--- config.mk ---
export PLATFORM = sky130hd
export DESIGN_NAME = msb_first_bit_packer
export DESIGN_NICKNAME = d
export VERILOG_FILES = /design/src/rtl/core/mfbp_pkg.sv /design/src/rtl/core/mfbp_front.sv /design/src/rtl/core/mfbp_fifo.sv /design/src/rtl/core/mfbp_back.sv /design/src/rtl/core/msb_first_bit_packer.sv
export SDC_FILE = /design/constraint.sdc
export NUM_CORES = 1
export LEC_CHECK = 0
export ABC_AREA = 1
export BUFFER_PORTS_ARGS = -buffer_cell sky130_fd_sc_hd__buf_2
export CAP_MARGIN = 30
export CORE_AREA = 2 2 112 114
export CTS_CLUSTER_SIZE = 20
export DETAILED_ROUTE_END_ITERATION = 6
export DIE_AREA = 0 0 114 116
export MAX_ROUTING_LAYER = met4
export PLACE_DENSITY = 0.87
export SLEW_MARGIN = 10
export SYNTH_ARGS = -nofsm -noshare
export SYNTH_HDL_FRONTEND = slang
export SYNTH_SLANG_ARGS = --single-unit
--- constraint.sdc ---
create_clock -name clk -period 9.33 [get_ports clk]
set_clock_uncertainty 0.1 [all_clocks]
set_input_delay 2.799 -clock clk [delete_from_list [all_inputs] [get_ports clk]]
set_output_delay 2.799 -clock clk [all_outputs]
set_load 0.01 [all_outputs]
--- src/rtl/core/mfbp_pkg.sv ---
// ------------------------------------------------------------------------
// mfbp_pkg
// types and constants shared by the msb-first bit packer modules
// ------------------------------------------------------------------------
package mfbp_pkg;

	localparam int MAX_CODE_BITS_DEF = 32;
	localparam int VALUE_W           = 32;
	localparam int LEN_W             = 6;
	localparam int BYTE_W            = 8;
	localparam int QDEPTH            = 2;
	localparam int QPTR_W            = 1;
	localparam int QCNT_W            = 2;

	typedef enum logic [1:0] {
		REQ_WRITE = 2'd0,
		REQ_FLUSH = 2'd1,
		REQ_CLEAR = 2'd2
	} req_t;

	// one queued run: up to four bytes, first byte in data[0]
	typedef struct packed {
		logic [3:0][BYTE_W-1:0] data;
		logic [1:0]             last_idx;
	} mfbp_entry_t;

	typedef struct packed {
		logic full;
		logic empty;
	} mfbp_qstat_t;

endpackage

--- src/rtl/core/mfbp_front.sv ---
// ------------------------------------------------------------------------
// mfbp_front
// accepts requests, merges code bits into the partial byte, and queues
// the bytes each transaction completes
// ------------------------------------------------------------------------
module mfbp_front #(
	parameter int MAX_CODE_BITS = mfbp_pkg::MAX_CODE_BITS_DEF
) (
	input  logic                      clk,
	input  logic                      arst_n,
	input  logic                      s_axis_tvalid,
	output logic                      s_axis_tready,
	input  logic [39:0]               s_axis_tdata,
	input  logic [7:0]                s_axis_tuser,
	input  mfbp_pkg::mfbp_qstat_t     qstat,
	output logic                      push,
	output mfbp_pkg::mfbp_entry_t     push_entry
);

	localparam int LenLimit = (MAX_CODE_BITS > mfbp_pkg::VALUE_W) ?
		mfbp_pkg::VALUE_W : MAX_CODE_BITS;

	logic [7:0] partial_q;
	logic [2:0] fill_q;

	logic                       accept;
	mfbp_pkg::req_t             req;
	logic [31:0]                value;
	logic [5:0]                 len_in;
	logic [5:0]                 len_sat;
	logic [39:0]                mask_w;
	logic [39:0]                vext;
	logic [5:0]                 sh;
	logic [39:0]                word;
	logic [5:0]                 total;
	logic [2:0]                 nbytes;
	logic [7:0]                 partial_d;
	logic [2:0]                 fill_d;

	assign s_axis_tready = !qstat.full;
	assign accept        = s_axis_tvalid && s_axis_tready;
	assign req           = mfbp_pkg::req_t'(s_axis_tuser[1:0]);
	assign value         = s_axis_tdata[31:0];
	assign len_in        = s_axis_tdata[37:32];

	always_comb begin
		len_sat = (len_in > 6'(LenLimit)) ? 6'(LenLimit) : len_in;
		mask_w  = (40'd1 << len_sat) - 40'd1;
		vext    = {8'd0, value} & mask_w;
		sh      = 6'd40 - {3'd0, fill_q} - len_sat;
		// pending bits sit on top, new code right below them
		word    = {partial_q, 32'd0} | (vext << sh);
		total   = {3'd0, fill_q} + len_sat;
		nbytes  = total[5:3];
	end

	always_comb begin
		push       = 1'b0;
		push_entry = '0;
		partial_d  = partial_q;
		fill_d     = fill_q;
		unique case (req)
			mfbp_pkg::REQ_WRITE: begin
				push                = (nbytes != 3'd0);
				push_entry.last_idx = 2'(nbytes - 3'd1);
				for (int k = 0; k < 4; k++) begin
					push_entry.data[k] = word[39-8*k -: 8];
				end
				fill_d = total[2:0];
				case (nbytes)
					3'd0:    partial_d = word[39:32];
					3'd1:    partial_d = word[31:24];
					3'd2:    partial_d = word[23:16];
					3'd3:    partial_d = word[15:8];
					default: partial_d = word[7:0];
				endcase
			end
			mfbp_pkg::REQ_FLUSH: begin
				push                = (fill_q != 3'd0);
				push_entry.data[0]  = partial_q;
				push_entry.last_idx = 2'd0;
				partial_d           = 8'd0;
				fill_d              = 3'd0;
			end
			mfbp_pkg::REQ_CLEAR: begin
				partial_d = 8'd0;
				fill_d    = 3'd0;
			end
			default: begin
			end
		endcase
		push = push && accept;
	end

	always_ff @(posedge clk or negedge arst_n) begin
		if (!arst_n) begin
			partial_q <= 8'd0;
			fill_q    <= 3'd0;
		end else if (accept) begin
			partial_q <= partial_d;
			fill_q    <= fill_d;
		end
	end

endmodule

--- src/rtl/core/mfbp_fifo.sv ---
// ------------------------------------------------------------------------
// mfbp_fifo
// two-entry run queue between the front and the back
// ------------------------------------------------------------------------
module mfbp_fifo (
	input  logic                  clk,
	input  logic                  arst_n,
	input  logic                  push,
	input  mfbp_pkg::mfbp_entry_t push_entry,
	input  logic                  pop,
	output mfbp_pkg::mfbp_entry_t head,
	output mfbp_pkg::mfbp_qstat_t qstat
);

	mfbp_pkg::mfbp_entry_t mem [mfbp_pkg::QDEPTH];

	logic [mfbp_pkg::QPTR_W-1:0] wr_ptr_q;
	logic [mfbp_pkg::QPTR_W-1:0] rd_ptr_q;
	logic [mfbp_pkg::QCNT_W-1:0] cnt_q;

	assign qstat.full  = (cnt_q == mfbp_pkg::QCNT_W'(mfbp_pkg::QDEPTH));
	assign qstat.empty = (cnt_q == '0);
	assign head        = mem[rd_ptr_q];

	always_ff @(posedge clk) begin
		if (push) begin
			mem[wr_ptr_q] <= push_entry;
		end
	end

	always_ff @(posedge clk or negedge arst_n) begin
		if (!arst_n) begin
			wr_ptr_q <= '0;
			rd_ptr_q <= '0;
			cnt_q    <= '0;
		end else begin
			if (push) begin
				wr_ptr_q <= wr_ptr_q + 1'b1;
			end
			if (pop) begin
				rd_ptr_q <= rd_ptr_q + 1'b1;
			end
			case ({push, pop})
				2'b10:   cnt_q <= cnt_q + 1'b1;
				2'b01:   cnt_q <= cnt_q - 1'b1;
				default: cnt_q <= cnt_q;
			endcase
		end
	end

endmodule

--- src/rtl/core/mfbp_back.sv ---
// ------------------------------------------------------------------------
// mfbp_back
// streams the bytes of the head run one per transaction, marking the last
// ------------------------------------------------------------------------
module mfbp_back (
	input  logic                  clk,
	input  logic                  arst_n,
	input  mfbp_pkg::mfbp_entry_t head,
	input  mfbp_pkg::mfbp_qstat_t qstat,
	output logic                  pop,
	output logic                  m_axis_tvalid,
	input  logic                  m_axis_tready,
	output logic [7:0]            m_axis_tdata,
	output logic                  m_axis_tlast
);

	logic [1:0] idx_q;
	logic       take;

	assign m_axis_tvalid = !qstat.empty;
	assign m_axis_tdata  = head.data[idx_q];
	assign m_axis_tlast  = (idx_q == head.last_idx);
	assign take          = m_axis_tvalid && m_axis_tready;
	assign pop           = take && m_axis_tlast;

	always_ff @(posedge clk or negedge arst_n) begin
		if (!arst_n) begin
			idx_q <= 2'd0;
		end else if (take) begin
			idx_q <= m_axis_tlast ? 2'd0 : idx_q + 2'd1;
		end
	end

endmodule

--- src/rtl/core/msb_first_bit_packer.sv ---
// ------------------------------------------------------------------------
// msb_first_bit_packer
// variable-length bit packer, msb first, byte stream out
// ------------------------------------------------------------------------
// channel  dir  tdata                                   tuser          tlast
// s_axis   in   [31:0] code_value, [37:32] code_length  [1:0] req_type -
// m_axis   out  [7:0] packed_byte                       -              run_last
//
// one request per cycle while the run queue is not full; the front merges bits and queues a run
// output gives one byte per cycle while m_axis_tready is high; a run stays at the queue head until its last byte
// is taken. s_axis_tready drops only while the two-entry run queue is full
// arst_n clears the partial byte, fill count and queue pointers
// ------------------------------------------------------------------------
module msb_first_bit_packer #(
	parameter int MAX_CODE_BITS = mfbp_pkg::MAX_CODE_BITS_DEF
) (
	input  logic        clk,
	input  logic        arst_n,
	input  logic        s_axis_tvalid,
	output logic        s_axis_tready,
	input  logic [39:0] s_axis_tdata,  // [31:0] code_value, [37:32] code_length
	input  logic [7:0]  s_axis_tuser,  // [1:0] req_type
	output logic        m_axis_tvalid,
	input  logic        m_axis_tready,
	output logic [7:0]  m_axis_tdata,  // [7:0] packed_byte
	output logic        m_axis_tlast
);

	mfbp_pkg::mfbp_qstat_t qstat;
	mfbp_pkg::mfbp_entry_t push_entry;
	mfbp_pkg::mfbp_entry_t head;
	logic                  push;
	logic                  pop;

	mfbp_front #(
		.MAX_CODE_BITS(MAX_CODE_BITS)
	) u_front (
		.clk          (clk),
		.arst_n       (arst_n),
		.s_axis_tvalid(s_axis_tvalid),
		.s_axis_tready(s_axis_tready),
		.s_axis_tdata (s_axis_tdata),
		.s_axis_tuser (s_axis_tuser),
		.qstat        (qstat),
		.push         (push),
		.push_entry   (push_entry)
	);

	mfbp_fifo u_fifo (
		.clk       (clk),
		.arst_n    (arst_n),
		.push      (push),
		.push_entry(push_entry),
		.pop       (pop),
		.head      (head),
		.qstat     (qstat)
	);

	mfbp_back u_back (
		.clk          (clk),
		.arst_n       (arst_n),
		.head         (head),
		.qstat        (qstat),
		.pop          (pop),
		.m_axis_tvalid(m_axis_tvalid),
		.m_axis_tready(m_axis_tready),
		.m_axis_tdata (m_axis_tdata),
		.m_axis_tlast (m_axis_tlast)
	);

endmodule

Word-level counts from Yosys, hierarchy flattened
Memory sizes are Yosys's and may differ from the RTL's.
Index checks and enable logic that the tools add are counted.
{ "totals": {"regBits": 17, "ram_bits": 68, "input_bits": 52, "output_inout_bits": 11, "wordCells": 60, "n_memories": 1} }
{ "op_classes": {"n_addsub": 10, "n_lt_le_gt_ge": 2, "eq_ne": 9, "shifts": 2, "n_mux": 13, "bitwise": 2, "n_reduce_logical": 15} }
{ "memory_table": {"columns": ["name", "words", "word_bits", "read_ports", "rd_ports_with_merged_regs", "wr", "line_no", "source"], "rows": [
  ["u_fifo.mem", 2, 34, 1, 0, 1, "mfbp_fifo.sv:15", "mfbp_pkg::mfbp_entry_t mem [mfbp_pkg::QDEPTH];"]
]} }
{ "ops": {"columns": ["cell", "count"], "rows": [
  ["AND 32 x 40 -> 40 bit", 1],
  ["bitwise OR 40 bit", 1],
  ["<< shifter 1 x 6 -> 40 bit (first input constant)", 1],
  ["<< shifter 40 x 6 -> 40 bit", 1],
  ["subtractor 40 x 1 -> 40 bit (second input constant)", 1],
  ["case mux 8 bit (4 select lines)", 1],
  ["2-to-1 mux 24 bit", 1],
  ["case mux 10 bit (2 select lines)", 1],
  ["binary-select mux 8 bit (select 2 bit)", 1],
  ["case mux 8 bit (2 select lines)", 1],
  ["2-to-1 mux 8 bit", 1],
  ["adder 3 x 6 -> 6 bit", 1],
  ["== test 2 bit (second input constant)", 3],
  ["== test 3 x 2 -> 1 bit (second input constant)", 2],
  ["> comparator 6 bit (second input constant)", 1],
  ["2-to-1 mux 6 bit", 1],
  ["case mux 3 bit (2 select lines)", 1],
  ["nonzero test 3 bit", 2],
  ["subtractor 6 x 3 -> 6 bit (first input constant)", 1],
  ["subtractor 6 bit", 1],
  ["adder 2 x 1 -> 2 bit (second input constant)", 2],
  ["== test 2 x 1 -> 1 bit (second input constant)", 2],
  ["logical AND 1 bit", 4],
  ["logical NOT 2 bit", 2],
  ["other kinds (14)", 19]
]} }

Longest topological paths before layout
{ "logic_depth": {"word_depth": 9, "mapped_depth": 26, "mapped_depth_nobuf": 25} }

Modules after synthesis
A second synthesis with hierarchy kept.
{ "hier_totals": {"cells_unflattened": 1267, "hier_area_um2": 8080.2} }
{ "modules_own_cells": {"columns": ["mod", "instances", "cells_per_inst", "area_each_um2", "seq_area_each_um2"], "rows": [
  ["mfbp_front", 1, 983, 4887.2, 275.3],
  ["mfbp_fifo", 1, 202, 2767.7, 2142.1],
  ["mfbp_back", 1, 82, 425.4, 50.0]
]} }

Worst setup path before layout
OpenSTA, ideal clock, no wires.
{ "synth_path": {"kind": "input to register", "from": "input port s_axis_tdata[37]", "to": "memory u_fifo.mem[1][0] (netlist name) (enable)", "setup_ns": 0.427, "arrival_time_ns": 6.446, "t_required_ns": 8.803, "slack_ns": 2.357, "cell_stages": 14, "n_path_buf": 1, "cell_sequence": "buf_6 > nor2_1 > ha_1 > inv_1 > fa_1 > nand2_1 > xor2_1 > inv_1 > ha_1 > nand2_1 > clkinv_1 > o21ai_0 > nand2_1 > nor2_1"} }
{ "synth_between": {"elab_chain_len": 8} }
{ "synth_rtl": {"columns": ["item", "line_no", "source"], "rows": [
  ["from (decl)", "msb_first_bit_packer.sv:21", "input logic [39:0] s_axis_tdata,"],
  ["> comparator 6 bit", "mfbp_front.sv:47", "len_sat = (len_in > 6'(LenLimit)) ? 6'(LenLimit) : len_in;"],
  ["2-to-1 mux 6 bit (*)", "mfbp_front.sv:47", null],
  ["adder 3 x 6 -> 6 bit (*)", "mfbp_front.sv:53", "total = {3'd0, fill_q} + len_sat;"],
  ["nonzero test 3 bit (*)", "mfbp_front.sv:64", "push = (nbytes != 3'd0);"],
  ["case mux 1 bit (2 select lines) (*)", "mfbp_front.sv:62", "unique case (req)"],
  ["logical AND 1 bit (*)", "mfbp_front.sv:92", "push = push && accept;"],
  ["2-to-1 mux 1 bit (*)", "mfbp_fifo.sv:26", "if (push) begin"],
  ["2-to-1 mux 1 bit (implied by the code) (*)", "mfbp_fifo.sv:27", "mem[wr_ptr_q] <= push_entry;"],
  ["to (decl)", "mfbp_fifo.sv:15", null]
]} }
Every way passes the cells marked *; elsewhere a longest branch is shown, timed or not.

==> flow_summary.json <==
{
  "met1_usage_pct": 43.1,
  "ctsResizeCount": 0,
  "cts.reportedPaths.clkPinSlew_ns": 0.06,
  "root_buffer": "clkbuf_16",
  "cts_tree": "done",
  "p_int_w": 0.00144,
  "drc": 10,
  "drt_iter0_drc": 1025,
  "drive_above_1_share_pct": 12.4,
  "clk_latency_ns": 0.33,
  "cp-end-kind": "flop",
  "cp_cell_sequence": "buf_2, nor2_1, ha_1, inv_1, ha_1, fa_1, nand2_1, inv_1, nor2_2, buf_4, clkinv_1, nand2_1, nand2_1, nor4_1",
  "slowest_stage": "clkinv_1",
  "worstSetupStartpointType": "primary input",
  "finalSetupViolations": 0,
  "fp.coreArea_sq_mm": 0.0119,
  "viasPerCell": 6.26,
  "grt_pass1_wl_um": 38200,
  "power_density_mw_per_mm2": 386,
  "synth_top_cell_by_area": "edfxtp_1",
  "grt_max_degree": 42,
  "min_period_ns": 6.84,
  "vias": 8620,
  "worst_slack_ns": 2.49,
  "tns_ns": 0,
  "ys_seq_area_share_pct": 31.1,
  "synthTopCellsByArea": "edfxtp_1 26%, nand3_1 16%, nand2_1 15%",
  "power_frac_clock_pct": 11.1,
  "violations": "DRC",
  "slew_headroom_pct": 35.0,
  "ir_drop_uv": 208,
  "synth_cells": 1206,
  "first_pass_iters": 7,
  "syn2layout_area_growth_pct": 7.69,
  "worst_path_largest_cell_delay_ns": 0.88,
  "maxCapViolations": 0,
  "timing.hold.ws_ns": 0.410,
  "dp_worst_setup_slack_ns": 2.33,
  "placed_cells": 1359,
  "hold_viol_final": 0,
  "utilization_pct": 71.8,
  "cts_buffer_depth": 2,
  "ys.warnings.count": 0,
  "crit_path_frequent_cell": "nand2_1",
  "worstSetupPathType": "primary input to flop",
  "ant_nets": 0,
  "final_nets": 1296,
  "tightest_slew_ns": 0.974,
  "hold_buffers": 0,
  "grt_pass1_vias": 7752,
  "synth_ff_type": "edfxtp_1",
  "p_switching_w": 0.00186,
  "gr-usage-met2_pct": 64.8,
  "num_antenna_cells": 0,
  "port_buffers": 54,
  "grt_usage_pct": 37.9,
  "grt_overflow": 0,
  "synth-seq-cells": 85,
  "die-area_sq_mm": 0.0132,
  "cts-buffers-inserted": 9,
  "core.rowCount": 40,
  "stdcell_count": 1376,
  "die_w_um": 114,
  "die_height_um": 116,
  "cp_data_required_time_ns": 9.28,
  "dp_hpwl_um": 18500,
  "crit_path_max_fanout": 41,
  "syn-mean-instance-area_sq_um": 6.58,
  "place_congestion": 1.07,
  "comb_power_share_pct": 72.2,
  "antenna_found_initial": 0,
  "rsz0062_at_grt": "false",
  "min_period_over_period_pct": 73.4,
  "status": "complete, but fails checks",
  "wl_per_cell_um": 17.8,
  "use_met3_pct": 3.40,
  "synth_area_sq_mm": 0.00794,
  "maxClockFrequency_ghz": 0.146,
  "cts_setup_buffers": 0,
  "cts.sinks": 85,
  "pwr-share-seq_pct": 16.6,
  "final-max-slew-violation-count": 0,
  "switching_share_pct": 56.4,
  "synth_top_area_share_pct": 25.7,
  "initial_core_util_pct": 66.7,
  "arrival_ns": 6.79,
  "synth_edf_count": 68,
  "ios": 63,
  "top_usage_layer": "met2",
  "synth-async-reset-ratio_pct": 20.0,
  "synth_cell_type_count": 50,
  "min_path_type": "flop to flop",
  "leakagePower_nw": 4.15,
  "syn_nets": 1278,
  "htree_levels": 3,
  "routed_wl_um": 24500
}
## synth_stat cells, types with 2 or more instances
library cell  count
nand2_1         316
nand3_1         260
nor2_1          154
inv_1            88
edfxtp_1         68
o21ai_0          45
a21oi_1          33
clkbuf_1         27
nand4_1          24
buf_2            19
dfrtp_1          17
ha_1             17
nand3_2          13
nor2_2           13
a31oi_1          12
o22ai_1           9
buf_1             8
inv_2             8
xor2_1            7
clkinv_1          6
nand2_2           6
nand4_2           6
nor2_4            6
buf_6             4
o21ai_1           4
fa_1              3
nand3b_1          3
o211ai_1          3
a21boi_0          2
nand2_8           2
nor3_2            2
o21ai_2           2
o31ai_1           2
## metrics by stage
stage               instance area [sq um]  power, W
floorplan                            7940   0.00229
global placement                     8210   0.00278
detailed placement                   8210   0.00284
CTS                                  8520   0.00322
global route                         8550   0.00357
finish                               8550   0.00330
## registers in the layout, indices dropped and copies added, names as in the netlist
register           cells
u_back.idx_q           2
u_fifo.mem            68
u_front.fill_q         3
u_fifo.cnt_q           2
u_fifo.rd_ptr_q        1
u_fifo.wr_ptr_q        1
u_front.partial_q      8
## per-layer routing
layer,vias to the layer above,routed length [um]
li1,4097,-
met1,3883,9200
met2,504,11800
met3,136,1810
met4,0,1730
met5,-,0
## worst max-delay path: cells and delay by family
family / cells / cell delay [ns]
fa+ha+maj: 3 / 0.93
simple gates: 6 / 1.42
buf+inv: 5 / 1.62
## final cells by class
class	instances	area (sq um)
fill	1003	3360
multi-input combinational	959	4810
timing repair buffer	65	373
tap	147	184
clock buffer	9	225
inverter	104	405
sequential	85	2470
clock inverter	7	88.8
## path summary, 6_finish.rpt
kind / startpoint / to / slack, ns / depth (start not counted)
hold reg to reg: u_front.partial_q[5] / u_front.partial_q[5] / 0.41 / 2
min in group asynchronous: arst_n / u_front.fill_q[2] / 2.29 / 1
max in group asynchronous: arst_n / u_front.partial_q[4] / 6.54 / 1
setup reg to reg: u_front.fill_q[1] / u_fifo.mem[1][26] / 4.97 / 12
hold / removal: u_front.partial_q[5] / u_front.partial_q[5] / 0.41 / 2
setup / recovery: s_axis_tdata[37] / u_fifo.mem[1][26] / 2.49 / 14
## power by group through the flow
stage | logic [W] | clock network (W) | registers (W)
2_1_floorplan | 0.00176 | 0 | 0.000533
3_3_place_gp | 0.00223 | 0 | 0.000551
3_5_place_dp | 0.00228 | 0 | 0.000555
4_1_cts | 0.00230 | 0.000371 | 0.000548
5_1_grt | 0.00263 | 0.000385 | 0.000556
6_report | 0.00239 | 0.000368 | 0.000549
## kinds of logic after synthesis
family	synth area share [%]
adder cells (fa/ha/maj)	3.43
flip-flops	31.1
AND/OR/NAND/NOR	47.7
buffers and inverters	8.52
AO/OA/AOI/OAI	8.02
XOR/XNOR	1.23
## cell usage in the layout, fill, tap and decap left out, types with 4 or more instances in the layout
cell,Yosys,layout
inv_2,8,8
nand3_2,13,13
nor2_4,6,6
xor2_1,7,7
buf_2,19,54
a31oi_1,12,12
dfrtp_1,17,17
o21ai_0,45,45
nand4_1,24,24
a21oi_1,33,33
nand3_1,260,260
clkbuf_16,0,9
edfxtp_1,68,68
buf_4,0,10
nand2_2,6,6
nand4_2,6,6
clkinv_1,6,6
inv_1,88,88
nor2_1,154,151
o22ai_1,9,9
clkinv_2,0,4
nand2_1,316,316
nor2_2,13,16
ha_1,17,17
Note: power is estimated with default switching activity, not from simulation.
